File: config.mk
export PLATFORM = sky130hd
export DESIGN_NAME = backend_selector
export DESIGN_NICKNAME = d
export VERILOG_FILES = /design/src/bsel_pkg.sv /design/src/bsel_ctrl.sv /design/src/bsel_datapath.sv /design/src/backend_selector.sv
export SDC_FILE = /design/constraint.sdc
export NUM_CORES = 2
export LEC_CHECK = 0
export BUFFER_PORTS_ARGS = -buffer_cell sky130_fd_sc_hd__buf_4
export CAP_MARGIN = 20
export CELL_PAD_IN_SITES_DETAIL_PLACEMENT = 1
export CELL_PAD_IN_SITES_GLOBAL_PLACEMENT = 1
export CORE_MARGIN = 8
export CORE_UTILIZATION = 57
export CTS_BUF_LIST = sky130_fd_sc_hd__clkbuf_8
export DETAILED_ROUTE_END_ITERATION = 8
export GPL_TIMING_DRIVEN = 0
export PLACE_DENSITY = 0.95
export SKIP_LAST_GASP = 1
export SYNTH_ARGS = -nofsm -noshare
export SYNTH_HDL_FRONTEND = slang
export SYNTH_HIERARCHICAL = 1
export SYNTH_SLANG_ARGS = --single-unit
export TNS_END_PERCENT = 100
File: constraint.sdc
create_clock -name clk_i -period 8.4 [get_ports clk_i]
set_input_delay 0.84 -clock clk_i [delete_from_list [all_inputs] [get_ports clk_i]]
set_output_delay 0.84 -clock clk_i [all_outputs]
set_load 0.1 [all_outputs]
File: src/bsel_pkg.sv
// Shared types, codes and constants of the backend selector.
package bsel_pkg;

  localparam int MAX_BACKENDS = 8;
  localparam int IDX_W        = 3;   // bits of a backend index
  localparam int CNT_W        = 4;   // holds 0 .. MAX_BACKENDS
  localparam int ACT_W        = 16;
  localparam int REQ_W        = 32;
  localparam int ADDR_W       = 32;
  localparam int HASH_ROUNDS  = 4;   // one round per address byte
  localparam int MOD_BITS     = 4;   // dividend bits retired per modulo step
  localparam int MOD_STEPS    = 32 / MOD_BITS;
  localparam int MOD_CNT_W    = $clog2(MOD_STEPS);

  localparam logic [31:0] FNV_OFFSET = 32'h811C_9DC5;
  localparam logic [8:0]  FNV_LOW    = 9'h193;  // prime is 2^24 + 0x193

  // algorithm register codes; code three behaves as address hash
  localparam logic [1:0] ALG_ROUND_ROBIN = 2'd0;
  localparam logic [1:0] ALG_LEAST_CONN  = 2'd1;
  localparam logic [1:0] ALG_ADDR_HASH   = 2'd2;

  // configuration register indexes
  localparam logic CFG_ALGORITHM = 1'b0;
  localparam logic CFG_BACKENDS  = 1'b1;

  typedef enum logic [2:0] {
    KIND_SELECT = 3'd0,
    KIND_HEALTH = 3'd1,
    KIND_OPEN   = 3'd2,
    KIND_DONE   = 3'd3,
    KIND_ABORT  = 3'd4
  } kind_e;

  typedef enum logic [2:0] {
    ST_IDLE,
    ST_SCAN,
    ST_DECIDE,
    ST_MOD,
    ST_FIND,
    ST_EMIT,
    ST_UPD
  } state_e;

  typedef struct packed {
    logic load;       // capture input beat, clear scan state
    logic scan_step;  // visit one backend, run a hash round while rounds remain
    logic decide;     // latch least-connections pick, seed modulo
    logic mod_step;   // retire MOD_BITS dividend bits
    logic find_clr;   // restart walk for the list position
    logic find_step;  // visit one backend looking for the position
    logic emit;       // post select result
    logic upd;        // apply update kind and post its result
  } cmd_t;

  typedef struct packed {
    logic in_sel;     // offered beat is a select
    logic scan_last;
    logic cnt_zero;   // no healthy backend in use
    logic algo_lc;
    logic mod_last;
    logic find_hit;
    logic out_busy;   // output register full and stalled
  } status_t;

endpackage

File: src/bsel_ctrl.sv
// Sequencer of the backend selector: steps scan, modulo, find and result.
module bsel_ctrl
  import bsel_pkg::*;
(
  input  logic    clk_i,
  input  logic    rst_ni,
  input  logic    in_valid_i,
  output logic    in_ready_o,
  input  status_t status_i,
  output cmd_t    cmd_o
);

  state_e state_q, state_d;

  always_ff @(posedge clk_i or negedge rst_ni) begin
    if (!rst_ni) begin
      state_q <= ST_IDLE;
    end else begin
      state_q <= state_d;
    end
  end

  always_comb begin
    state_d    = state_q;
    cmd_o      = '0;
    in_ready_o = 1'b0;
    unique case (state_q)
      ST_IDLE: begin
        in_ready_o = 1'b1;
        if (in_valid_i) begin
          cmd_o.load = 1'b1;
          state_d    = status_i.in_sel ? ST_SCAN : ST_UPD;
        end
      end
      ST_SCAN: begin
        cmd_o.scan_step = 1'b1;
        if (status_i.scan_last) state_d = ST_DECIDE;
      end
      ST_DECIDE: begin
        cmd_o.decide = 1'b1;
        if (status_i.cnt_zero || status_i.algo_lc) state_d = ST_EMIT;
        else state_d = ST_MOD;
      end
      ST_MOD: begin
        cmd_o.mod_step = 1'b1;
        if (status_i.mod_last) begin
          cmd_o.find_clr = 1'b1;
          state_d        = ST_FIND;
        end
      end
      ST_FIND: begin
        cmd_o.find_step = 1'b1;
        if (status_i.find_hit) state_d = ST_EMIT;
      end
      ST_EMIT: begin
        if (!status_i.out_busy) begin
          cmd_o.emit = 1'b1;
          state_d    = ST_IDLE;
        end
      end
      ST_UPD: begin
        if (!status_i.out_busy) begin
          cmd_o.upd = 1'b1;
          state_d   = ST_IDLE;
        end
      end
      default: state_d = ST_IDLE;
    endcase
  end

endmodule

File: src/bsel_datapath.sv
// Datapath of the backend selector: backend state, hash, modulo and result register.
module bsel_datapath
  import bsel_pkg::*;
(
  input  logic          clk_i,
  input  logic          rst_ni,
  input  logic          cfg_we_i,
  input  logic          cfg_index_i,
  input  logic [3:0]    cfg_wdata_i,
  input  logic [2:0]    in_kind_i,
  input  logic [IDX_W-1:0]  in_idx_i,
  input  logic          in_health_i,
  input  logic [ADDR_W-1:0] in_addr_i,
  input  cmd_t          cmd_i,
  output status_t       status_o,
  input  logic          out_ready_i,
  output logic          out_valid_o,
  output logic [IDX_W-1:0]  out_sel_o,
  output logic          out_none_o,
  output logic [ACT_W-1:0]  out_act_o,
  output logic [REQ_W-1:0]  out_req_o
);

  // configuration
  logic [1:0]       algo_q;
  logic [CNT_W-1:0] biu_q;

  // backend state
  logic             health_q [MAX_BACKENDS];
  logic [ACT_W-1:0] act_q    [MAX_BACKENDS];
  logic [REQ_W-1:0] req_q    [MAX_BACKENDS];
  logic [31:0]      rot_q;

  // captured beat
  logic [2:0]        kind_q;
  logic [IDX_W-1:0]  idx_q;
  logic              hv_q;
  logic [ADDR_W-1:0] addr_sh_q;

  // select working state
  logic [CNT_W-1:0] scan_q, cnt_q, seen_q, rem_q, rem_d;
  logic [ACT_W:0]   best_q;
  logic [IDX_W-1:0] best_idx_q, pick_q;
  logic [31:0]      hash_q, hash_x, hash_d, div_q;
  logic [MOD_CNT_W-1:0] mod_cnt_q;

  // output register
  logic              out_valid_q, out_none_q;
  logic [IDX_W-1:0]  out_sel_q;
  logic [ACT_W-1:0]  out_act_q;
  logic [REQ_W-1:0]  out_req_q;

  logic [CNT_W-1:0] n_eff;
  logic [IDX_W-1:0] scan_idx;
  logic             scan_healthy, hash_step, find_hit;
  logic [ACT_W-1:0] act_cur, act_new;
  logic [REQ_W-1:0] req_cur, req_new;
  logic             kind_known;

  assign n_eff        = (biu_q > CNT_W'(MAX_BACKENDS)) ? CNT_W'(MAX_BACKENDS) : biu_q;
  assign scan_idx     = scan_q[IDX_W-1:0];
  assign scan_healthy = (scan_q < n_eff) && health_q[scan_idx];
  assign hash_step    = cmd_i.scan_step && (scan_q < CNT_W'(HASH_ROUNDS));
  assign find_hit     = scan_healthy && (seen_q == rem_q);

  // FNV-1a round: xor the byte, multiply by 2^24 + 0x193
  assign hash_x = hash_q ^ {24'd0, addr_sh_q[ADDR_W-1 -: 8]};
  assign hash_d = {hash_x[7:0], 24'd0} + (hash_x * {23'd0, FNV_LOW});

  // remainder by the healthy count, dividend MSB first
  always_comb begin
    logic [CNT_W-1:0] r;
    r = rem_q;
    for (int j = 0; j < MOD_BITS; j++) begin
      r = {r[CNT_W-2:0], div_q[31-j]};
      if (r >= cnt_q) r = r - cnt_q;
    end
    rem_d = r;
  end

  // update kinds: saturate active count at both ends
  always_comb begin
    act_cur    = act_q[idx_q];
    req_cur    = req_q[idx_q];
    act_new    = act_cur;
    req_new    = req_cur;
    kind_known = 1'b1;
    unique case (kind_q)
      KIND_HEALTH: ;
      KIND_OPEN: begin
        if (act_cur != '1) act_new = act_cur + 1'b1;
      end
      KIND_DONE: begin
        req_new = req_cur + 1'b1;
        if (act_cur != '0) act_new = act_cur - 1'b1;
      end
      KIND_ABORT: begin
        if (act_cur != '0) act_new = act_cur - 1'b1;
      end
      default: kind_known = 1'b0;
    endcase
  end

  always_ff @(posedge clk_i or negedge rst_ni) begin
    if (!rst_ni) begin
      algo_q <= ALG_ROUND_ROBIN;
      biu_q  <= CNT_W'(3);
      rot_q  <= '0;
      for (int i = 0; i < MAX_BACKENDS; i++) begin
        health_q[i] <= 1'b1;
        act_q[i]    <= '0;
        req_q[i]    <= '0;
      end
    end else begin
      if (cfg_we_i) begin
        if (cfg_index_i == CFG_ALGORITHM) algo_q <= cfg_wdata_i[1:0];
        else biu_q <= cfg_wdata_i;
      end
      if (cmd_i.upd) begin
        if (kind_q == KIND_HEALTH) health_q[idx_q] <= hv_q;
        act_q[idx_q] <= act_new;
        req_q[idx_q] <= req_new;
      end
      if (cmd_i.emit && (cnt_q != '0) && (algo_q == ALG_ROUND_ROBIN)) begin
        rot_q <= rot_q + 32'd1;
      end
    end
  end

  always_ff @(posedge clk_i) begin
    if (cmd_i.load) begin
      kind_q    <= in_kind_i;
      idx_q     <= in_idx_i;
      hv_q      <= in_health_i;
      addr_sh_q <= in_addr_i;
      hash_q    <= FNV_OFFSET;
      scan_q    <= '0;
      cnt_q     <= '0;
      best_q    <= {1'b1, {ACT_W{1'b0}}};
      best_idx_q <= '0;
    end
    if (cmd_i.scan_step) begin
      scan_q <= scan_q + 1'b1;
      if (scan_healthy) begin
        cnt_q <= cnt_q + 1'b1;
        if ({1'b0, act_q[scan_idx]} < best_q) begin
          best_q     <= {1'b0, act_q[scan_idx]};
          best_idx_q <= scan_idx;
        end
      end
    end
    if (hash_step) begin
      hash_q    <= hash_d;
      addr_sh_q <= {addr_sh_q[ADDR_W-9:0], 8'd0};
    end
    if (cmd_i.decide) begin
      pick_q    <= best_idx_q;
      div_q     <= (algo_q == ALG_ROUND_ROBIN) ? rot_q : hash_q;
      rem_q     <= '0;
      mod_cnt_q <= '0;
    end
    if (cmd_i.mod_step) begin
      rem_q     <= rem_d;
      div_q     <= {div_q[31-MOD_BITS:0], {MOD_BITS{1'b0}}};
      mod_cnt_q <= mod_cnt_q + 1'b1;
    end
    if (cmd_i.find_clr) begin
      scan_q <= '0;
      seen_q <= '0;
    end
    if (cmd_i.find_step) begin
      scan_q <= scan_q + 1'b1;
      if (scan_healthy) seen_q <= seen_q + 1'b1;
      if (find_hit) pick_q <= scan_idx;
    end
  end

  // result register: hold until the beat is taken
  always_ff @(posedge clk_i or negedge rst_ni) begin
    if (!rst_ni) begin
      out_valid_q <= 1'b0;
    end else if (cmd_i.emit || cmd_i.upd) begin
      out_valid_q <= 1'b1;
    end else if (out_ready_i) begin
      out_valid_q <= 1'b0;
    end
  end

  always_ff @(posedge clk_i) begin
    if (cmd_i.emit) begin
      if (cnt_q == '0) begin
        out_sel_q  <= '0;
        out_none_q <= 1'b1;
        out_act_q  <= '0;
        out_req_q  <= '0;
      end else begin
        out_sel_q  <= pick_q;
        out_none_q <= 1'b0;
        out_act_q  <= act_q[pick_q];
        out_req_q  <= req_q[pick_q];
      end
    end else if (cmd_i.upd) begin
      out_sel_q  <= '0;
      out_none_q <= 1'b0;
      out_act_q  <= kind_known ? act_new : '0;
      out_req_q  <= kind_known ? req_new : '0;
    end
  end

  assign status_o.in_sel    = (in_kind_i == KIND_SELECT);
  assign status_o.scan_last = (scan_q == CNT_W'(MAX_BACKENDS - 1));
  assign status_o.cnt_zero  = (cnt_q == '0);
  assign status_o.algo_lc   = (algo_q == ALG_LEAST_CONN);
  assign status_o.mod_last  = (mod_cnt_q == MOD_CNT_W'(MOD_STEPS - 1));
  assign status_o.find_hit  = find_hit;
  assign status_o.out_busy  = out_valid_q && !out_ready_i;

  assign out_valid_o = out_valid_q;
  assign out_sel_o   = out_sel_q;
  assign out_none_o  = out_none_q;
  assign out_act_o   = out_act_q;
  assign out_req_o   = out_req_q;

endmodule

File: src/backend_selector.sv
// Top level of the backend selector: stream ports, sequencer and datapath.
//
// Usage: each input beat on the s_axis channel carries one command, its kind
// in tuser. A select (kind 0) picks a backend among the healthy ones of the
// first backends_in_use by round robin, least connections or address hash.
// Kinds 1 to 4 set health, open a connection, finish a request or abort one.
// Every input beat yields exactly one output beat on m_axis.
// Update kinds apply their change and post their result. A select walks
// all eight backends (the four hash rounds ride along), then decides; least
// connections, or a select with no healthy backend, then posts its result.
// Round robin and hash run an 8-step remainder unit, 4 dividend bits a step,
// then walk the backends again to the chosen list position and post it.
// One command is in flight at a time; the next beat is taken only when idle.
// The output register decouples the sides: a new beat is taken while the last
// result still waits; if the receiver stalls, the next result holds in its
// final state until the register frees.
// Reset: all backends healthy with zero counts, rotation counter zero,
// algorithm round robin, three backends in use. Write configuration only idle.
module backend_selector
  import bsel_pkg::*;
(
  input  logic        clk_i,
  input  logic        rst_ni,
  // configuration write port
  input  logic        cfg_we_i,
  input  logic        cfg_index_i,
  input  logic [3:0]  cfg_wdata_i,
  // command stream
  input  logic        s_axis_tvalid,
  output logic        s_axis_tready,
  input  logic [39:0] s_axis_tdata,   // backend[2:0], health[3], client_ip[35:4]
  input  logic [2:0]  s_axis_tuser,   // kind[2:0]
  // result stream
  output logic        m_axis_tvalid,
  input  logic        m_axis_tready,
  output logic [55:0] m_axis_tdata,   // selected_backend[2:0], active_count[18:3],
                                      // request_total[50:19]
  output logic        m_axis_tuser    // none_healthy
);

  cmd_t    cmd;
  status_t status;

  logic [IDX_W-1:0] out_sel;
  logic             out_none;
  logic [ACT_W-1:0] out_act;
  logic [REQ_W-1:0] out_req;

  bsel_ctrl u_ctrl (
    .clk_i      (clk_i),
    .rst_ni     (rst_ni),
    .in_valid_i (s_axis_tvalid),
    .in_ready_o (s_axis_tready),
    .status_i   (status),
    .cmd_o      (cmd)
  );

  bsel_datapath u_dp (
    .clk_i       (clk_i),
    .rst_ni      (rst_ni),
    .cfg_we_i    (cfg_we_i),
    .cfg_index_i (cfg_index_i),
    .cfg_wdata_i (cfg_wdata_i),
    .in_kind_i   (s_axis_tuser),
    .in_idx_i    (s_axis_tdata[2:0]),
    .in_health_i (s_axis_tdata[3]),
    .in_addr_i   (s_axis_tdata[35:4]),
    .cmd_i       (cmd),
    .status_o    (status),
    .out_ready_i (m_axis_tready),
    .out_valid_o (m_axis_tvalid),
    .out_sel_o   (out_sel),
    .out_none_o  (out_none),
    .out_act_o   (out_act),
    .out_req_o   (out_req)
  );

  // pack the result beat, pad to whole bytes
  assign m_axis_tdata = {5'd0, out_req, out_act, out_sel};
  assign m_axis_tuser = out_none;

endmodule

==> results of run 1 <==
-- metal layers --
metal	track usage, %	overflow
met1	67.7	0
met2	82.4	3
met3	60.6	0
met4	65.3	10
met5	37.0	0
-- timing repair --
item / CTS
buffers inserted: 0
endpoints found under the hold margin: 39
setup endpoints to repair: 0
hold buffers: 1
-- kinds of logic after synthesis --
family          Yosys count  synth area share (%)
buf+inv                 490                  5.15
other cells               1               0.00943
simple gates           1190                  14.0
compound gates          725                  12.0
flops                   631                  41.1
mux                     412                  16.3
fa+ha+maj               240                  9.11
xor+xnor                104                  2.31
-- synthesized netlist by cell type, drive strengths merged (40+ instances only) --
| library cell | number | share of area, % |
|---|---|---|
| nand2 | 571 | 5.4 |
| dfrtp | 424 | 27 |
| o21ai | 341 | 4.3 |
| inv | 223 | 2.1 |
| mux4 | 182 | 10 |
| clkbuf | 180 | 1.7 |
| nor2 | 179 | 1.7 |
| mux2i | 160 | 4.0 |
| ha | 157 | 4.9 |
| edfxtp | 154 | 12 |
| nand3 | 151 | 1.9 |
| buf | 87 | 1.3 |
| fa | 83 | 4.2 |
| nor3 | 72 | 0.95 |
| mux2 | 70 | 2.0 |
| a221o | 65 | 1.6 |
| xnor2 | 64 | 1.4 |
| a21oi | 55 | 0.72 |
| o31ai | 45 | 0.90 |
| dfxtp | 43 | 2.2 |
| xor2 | 40 | 0.88 |
-- stage by stage --
stage          setup WS, ns  util, %
2_1_floorplan          2.64        -
4_1_cts                1.33     63.6
3_5_place_dp           1.64     60.4
3_3_place_gp           1.98     60.0
==> key figures, run 1 <==
Status
  • First error: [ERROR GRT-0232] Routing congestion too high. Check the congestion heatmap in the GUI.
  • Status: aborted with a tool error
  • Failed at: 5_1_grt

Clock network
  • TritonCTS buffer count: 109
  • Post_cts resized: 0
  • Clock buffer depth: 3
  • Htree depth: 3
  • Root buffer cell: clkbuf_8
  • Clock sinks: 631

Floorplanning
  • # IOs: 112
  • Die Height: 280 µm
  • Die width: 280 µm
  • Initial Util: 57.2%
  • # rows: 97

Yosys
  • FF+latch count, synth: 631
  • Post-Syn Instances: 3,793
  • Syn. warnings: 6
  • Netlist cell types: 103
  • Post-synth EDFFs: 154
  • Mapped cell area: 39,800 µm²
  • Sequential element share of the synthesized area: 41.1%
  • Asr flop ratio synth: 68.8%
  • Post-Syn Area per Cell: 10.5 µm²
  • Top_reg_cell synth: dfrtp_1

Placed design
  • Placed inst area: 42,000 µm²
  • Port bufs: 102
  • Hpwl dp: 124,000 µm
  • GP Congestion: 1.07
  • DP Cell Count: 4,853

Global routing
  • Largest net degree at the start of global routing: 120
  • Initial antenna violation count: 55
  • GRT Total Usage: 69.2%
  • Congestion Overflow GR: 13
==> inputs of run 2 (changes only) <==
CELL_PAD_IN_SITES_DETAIL_PLACEMENT = default   (was 1)
CELL_PAD_IN_SITES_GLOBAL_PLACEMENT = default   (was 1)
CORE_UTILIZATION = 40   (was 57)
CTS_BUF_LIST = default   (was sky130_fd_sc_hd__clkbuf_8)
PLACE_DENSITY = default   (was 0.95)
PLACE_DENSITY_LB_ADDON = 0.15   (was default)
==> key figures, run 2 <==
Status
  • Status: finished clean

Layout
  • Final Util: 46.0%
  • Most common cell after layout, fill and taps aside: nand2_1
  • Nets@finish: 4,301
  • Max reg flops: 256
  • Register area: 16,400 µm²
  • Number of fill cells: 9,422
  • Layout cell share with drive strength beyond 1: 15.1%
  • Most frequent cells in the layout: nand2_1 (570), dfrtp_1 (424), o21ai_0 (325)
  • Largest Register: u_dp/req_q
  • Largest registers: u_dp/req_q: 256 flops, u_dp/act_q: 128 flops
  • Multi-input logic area: 21,400 µm²
  • Synth-to-layout area growth: 13.8%

Yosys
  • Top_reg_cell synth: dfrtp_1
  • Proportion of netlist area held by the largest area contributor: 26.7% (unchanged)
  • Yosys top cell by area: dfrtp_1
  • Sequential element share of the synthesized area: 41.1% (unchanged)
  • Post-Syn Instances: 3,793 (unchanged)
  • Netlist cell types: 103 (unchanged)
  • Cell with the most instances after synthesis: nand2_1
  • Mapped cell area: 39,800 µm² (unchanged)
  • Asr flop ratio synth: 68.8% (unchanged)
  • Post-Syn Area per Cell: 10.5 µm² (unchanged)
  • Synth area leaders: dfrtp_1 (27%), edfxtp_1 (12%), mux4_2 (10%)
  • Syn. warnings: 6 (unchanged)
  • Post-synth EDFFs: 154 (unchanged)
  • Post-synth top cells: nand2_1 (570), dfrtp_1 (424), o21ai_0 (325), inv_1 (222), mux4_2 (182)
  • FF+latch count, synth: 631 (unchanged)

Clock network
  • TritonCTS clock tree: yes
  • Post_cts resized: 0 (unchanged)
  • Clock transition at the registers of the reported paths: 0.06 ns
  • Root buffer cell: clkbuf_16
  • TritonCTS buffer count: 78 (-28%)
  • Clock latency on the worst-skew pair: 0.67 ns
  • Post-CTS Setup Bufs: 0 (unchanged)
  • Clock buffer depth: 3 (unchanged)
  • Cts-stage hold buffer count: 0 (-1)
  • Htree depth: 3 (unchanged)
  • Clock sinks: 631 (unchanged)

Drt
  • DR vias: 33.0k
  • WL/cell: 28.2 µm
  • Total wire length: 151,000 µm
  • TritonRoute pass-1 iters: 6
  • Via density per instance: 6.15
  • # DRC: 0
  • DRT iter0 DRCs: 3,932
  • Routed Antenna Nets: 0

Global routing
  • Largest net degree at the start of global routing: 111
  • Number of global-route vias before repair: 32.7k
  • Global-route wire length before repair: 223,000 µm
  • Initial antenna violation count: 5
  • GRT Total Usage: 26.9%
  • Congestion Overflow GR: 0

Worst setup path
  • R2r startpoint: u_dp/cnt_q[1]$_DFF_P_
  • Crit path launch type: flip-flop
  • Largest stage delay, worst path: 0.52 ns
  • Crit. End Element: flip-flop
  • Kind of critical path: flip-flop to flip-flop
  • Arrival @ worst endpoint: 6.82 ns
  • Critical Path RT: 8.80 ns
  • Worst r2r dst: u_dp/rem_q[1]$_SDFFCE_PN0P_
  • CP max FO: 9
  • CP max-delay cell: fa_1
  • Reg2Reg Depth: 27
  • R2r setup slk: 1.98 ns

Worst hold path
  • Hold Path Class: primary input to asynchronous set/reset pin

Timing
  • Fin Setup TNS: 0 ns
  • Minimum period implied by the final worst setup slack: 6.42 ns
  • Hold Vio Cnt, Final: 0
  • Worst relative slew slack: 11.6%
  • Final period util: 76.4%
  • Worst-margin pin slew: 1.33 ns
  • Max-slew violations: 0
  • RSZ-0062 raised after global routing: no
  • Finish-stage setup viols: 0
  • Final Skew: 0.0409 ns
  • Fmax: 156 MHz

Floorplanning
  • Core Area: 98,400 µm²
  • Initial Util: 40.4% (-17 points)
  • DIE AREA: 110,000 µm²
  • # IOs: 112 (unchanged)
  • Die width: 331 µm (+18%)
  • # rows: 115 (+19%)
  • Die Height: 331 µm (+18%)

Run
  • Max-Cap Viols: 0

Placed design
  • Port bufs: 102 (unchanged)
  • GP Congestion: 0.997 (-6.6%)
  • Hpwl dp: 107,000 µm (-13%)
[run 2: cell counts after synthesis]
Identical to the previous run, type by type.
[run 2: per-layer routing]
layer  global-route usage [%]  part of all wire [%]  vias up
met1                     36.3                    41    16533
met5                        0                0.0053        -
li1                         -                     -    14187
met2                     39.9                    43     1811
met4                     13.5                   5.6        2
met3                     6.73                    11      447
[run 2: cells by family after synthesis]
group | after synthesis | synth area share [%]
flops | 631 | 41.1
other cells | 1 | 0.00943
compound gates | 725 | 12.0
buf+inv | 490 | 5.15
mux | 412 | 16.3
fa+ha+maj | 240 | 9.11
xor+xnor | 104 | 2.31
simple gates | 1190 | 14.0
[run 2: layout make-up]
cell class,instances,area share [%]
clock inverters,30,0.580
diodes,3,0.0166
plain buffers,267,2.68
multi-input cells,2676,47.3
repair buffers,131,2.73
clock buffers,116,5.18
well taps,1287,3.56
inverters,223,1.85
flip-flops and latches,631,36.1
[run 2: worst max path at each step]
stage | from | to | cells after the start
finish | u_dp/cnt_q[1]$_DFF_P_ | u_dp/rem_q[1]$_SDFFCE_PN0P_ | 27
global route | u_dp/cnt_q[1]$_DFF_P_ | u_dp/rem_q[3]$_SDFFCE_PN0P_ | 28
CTS | u_dp/cnt_q[1]$_DFF_P_ | u_dp/rem_q[1]$_SDFFCE_PN0P_ | 27
detailed placement | u_dp/cnt_q[1]$_DFF_P_ | u_dp/rem_q[1]$_SDFFCE_PN0P_ | 27
global placement | rst_ni | u_dp/rot_q[29]$_DFFE_PN0P_ | 1
floorplan | u_ctrl/state_q[1]$_DFFE_PN0P_ | u_dp/addr_sh_q[10]$_DFFE_PP_ | 6
[run 2: stage by stage]
stage | setup slack (ns) | cell area (µm²) | hold WS, ns | instances
CTS | 2.00 | 45100 | 0.106 | 5352
floorplan | 2.64 | 39800 | 0.445 | 3797
global placement | 1.56 | 42200 | 0.457 | 5186
detailed placement | 2.02 | 42500 | 0.465 | 5206
global route | 1.54 | 45300 | 0.136 | 5361
finish | 1.98 | 45300 | 0.106 | 5364
[run 2: critical path: cells and delay by family, from the launching register on]
family	cells	cell delay (ns)
DFF	1	0.48
and+or+nand+nor	6	0.37
muxes	2	0.84
buffers and inverters	4	0.61
AOI/OAI and AO/OA	11	2.47
adders and majority gates	4	1.43
Power of run 2 is left out: the tool's default activity adds up to more than one toggle a clock period on the data nets, which glitch-free logic cannot reach.
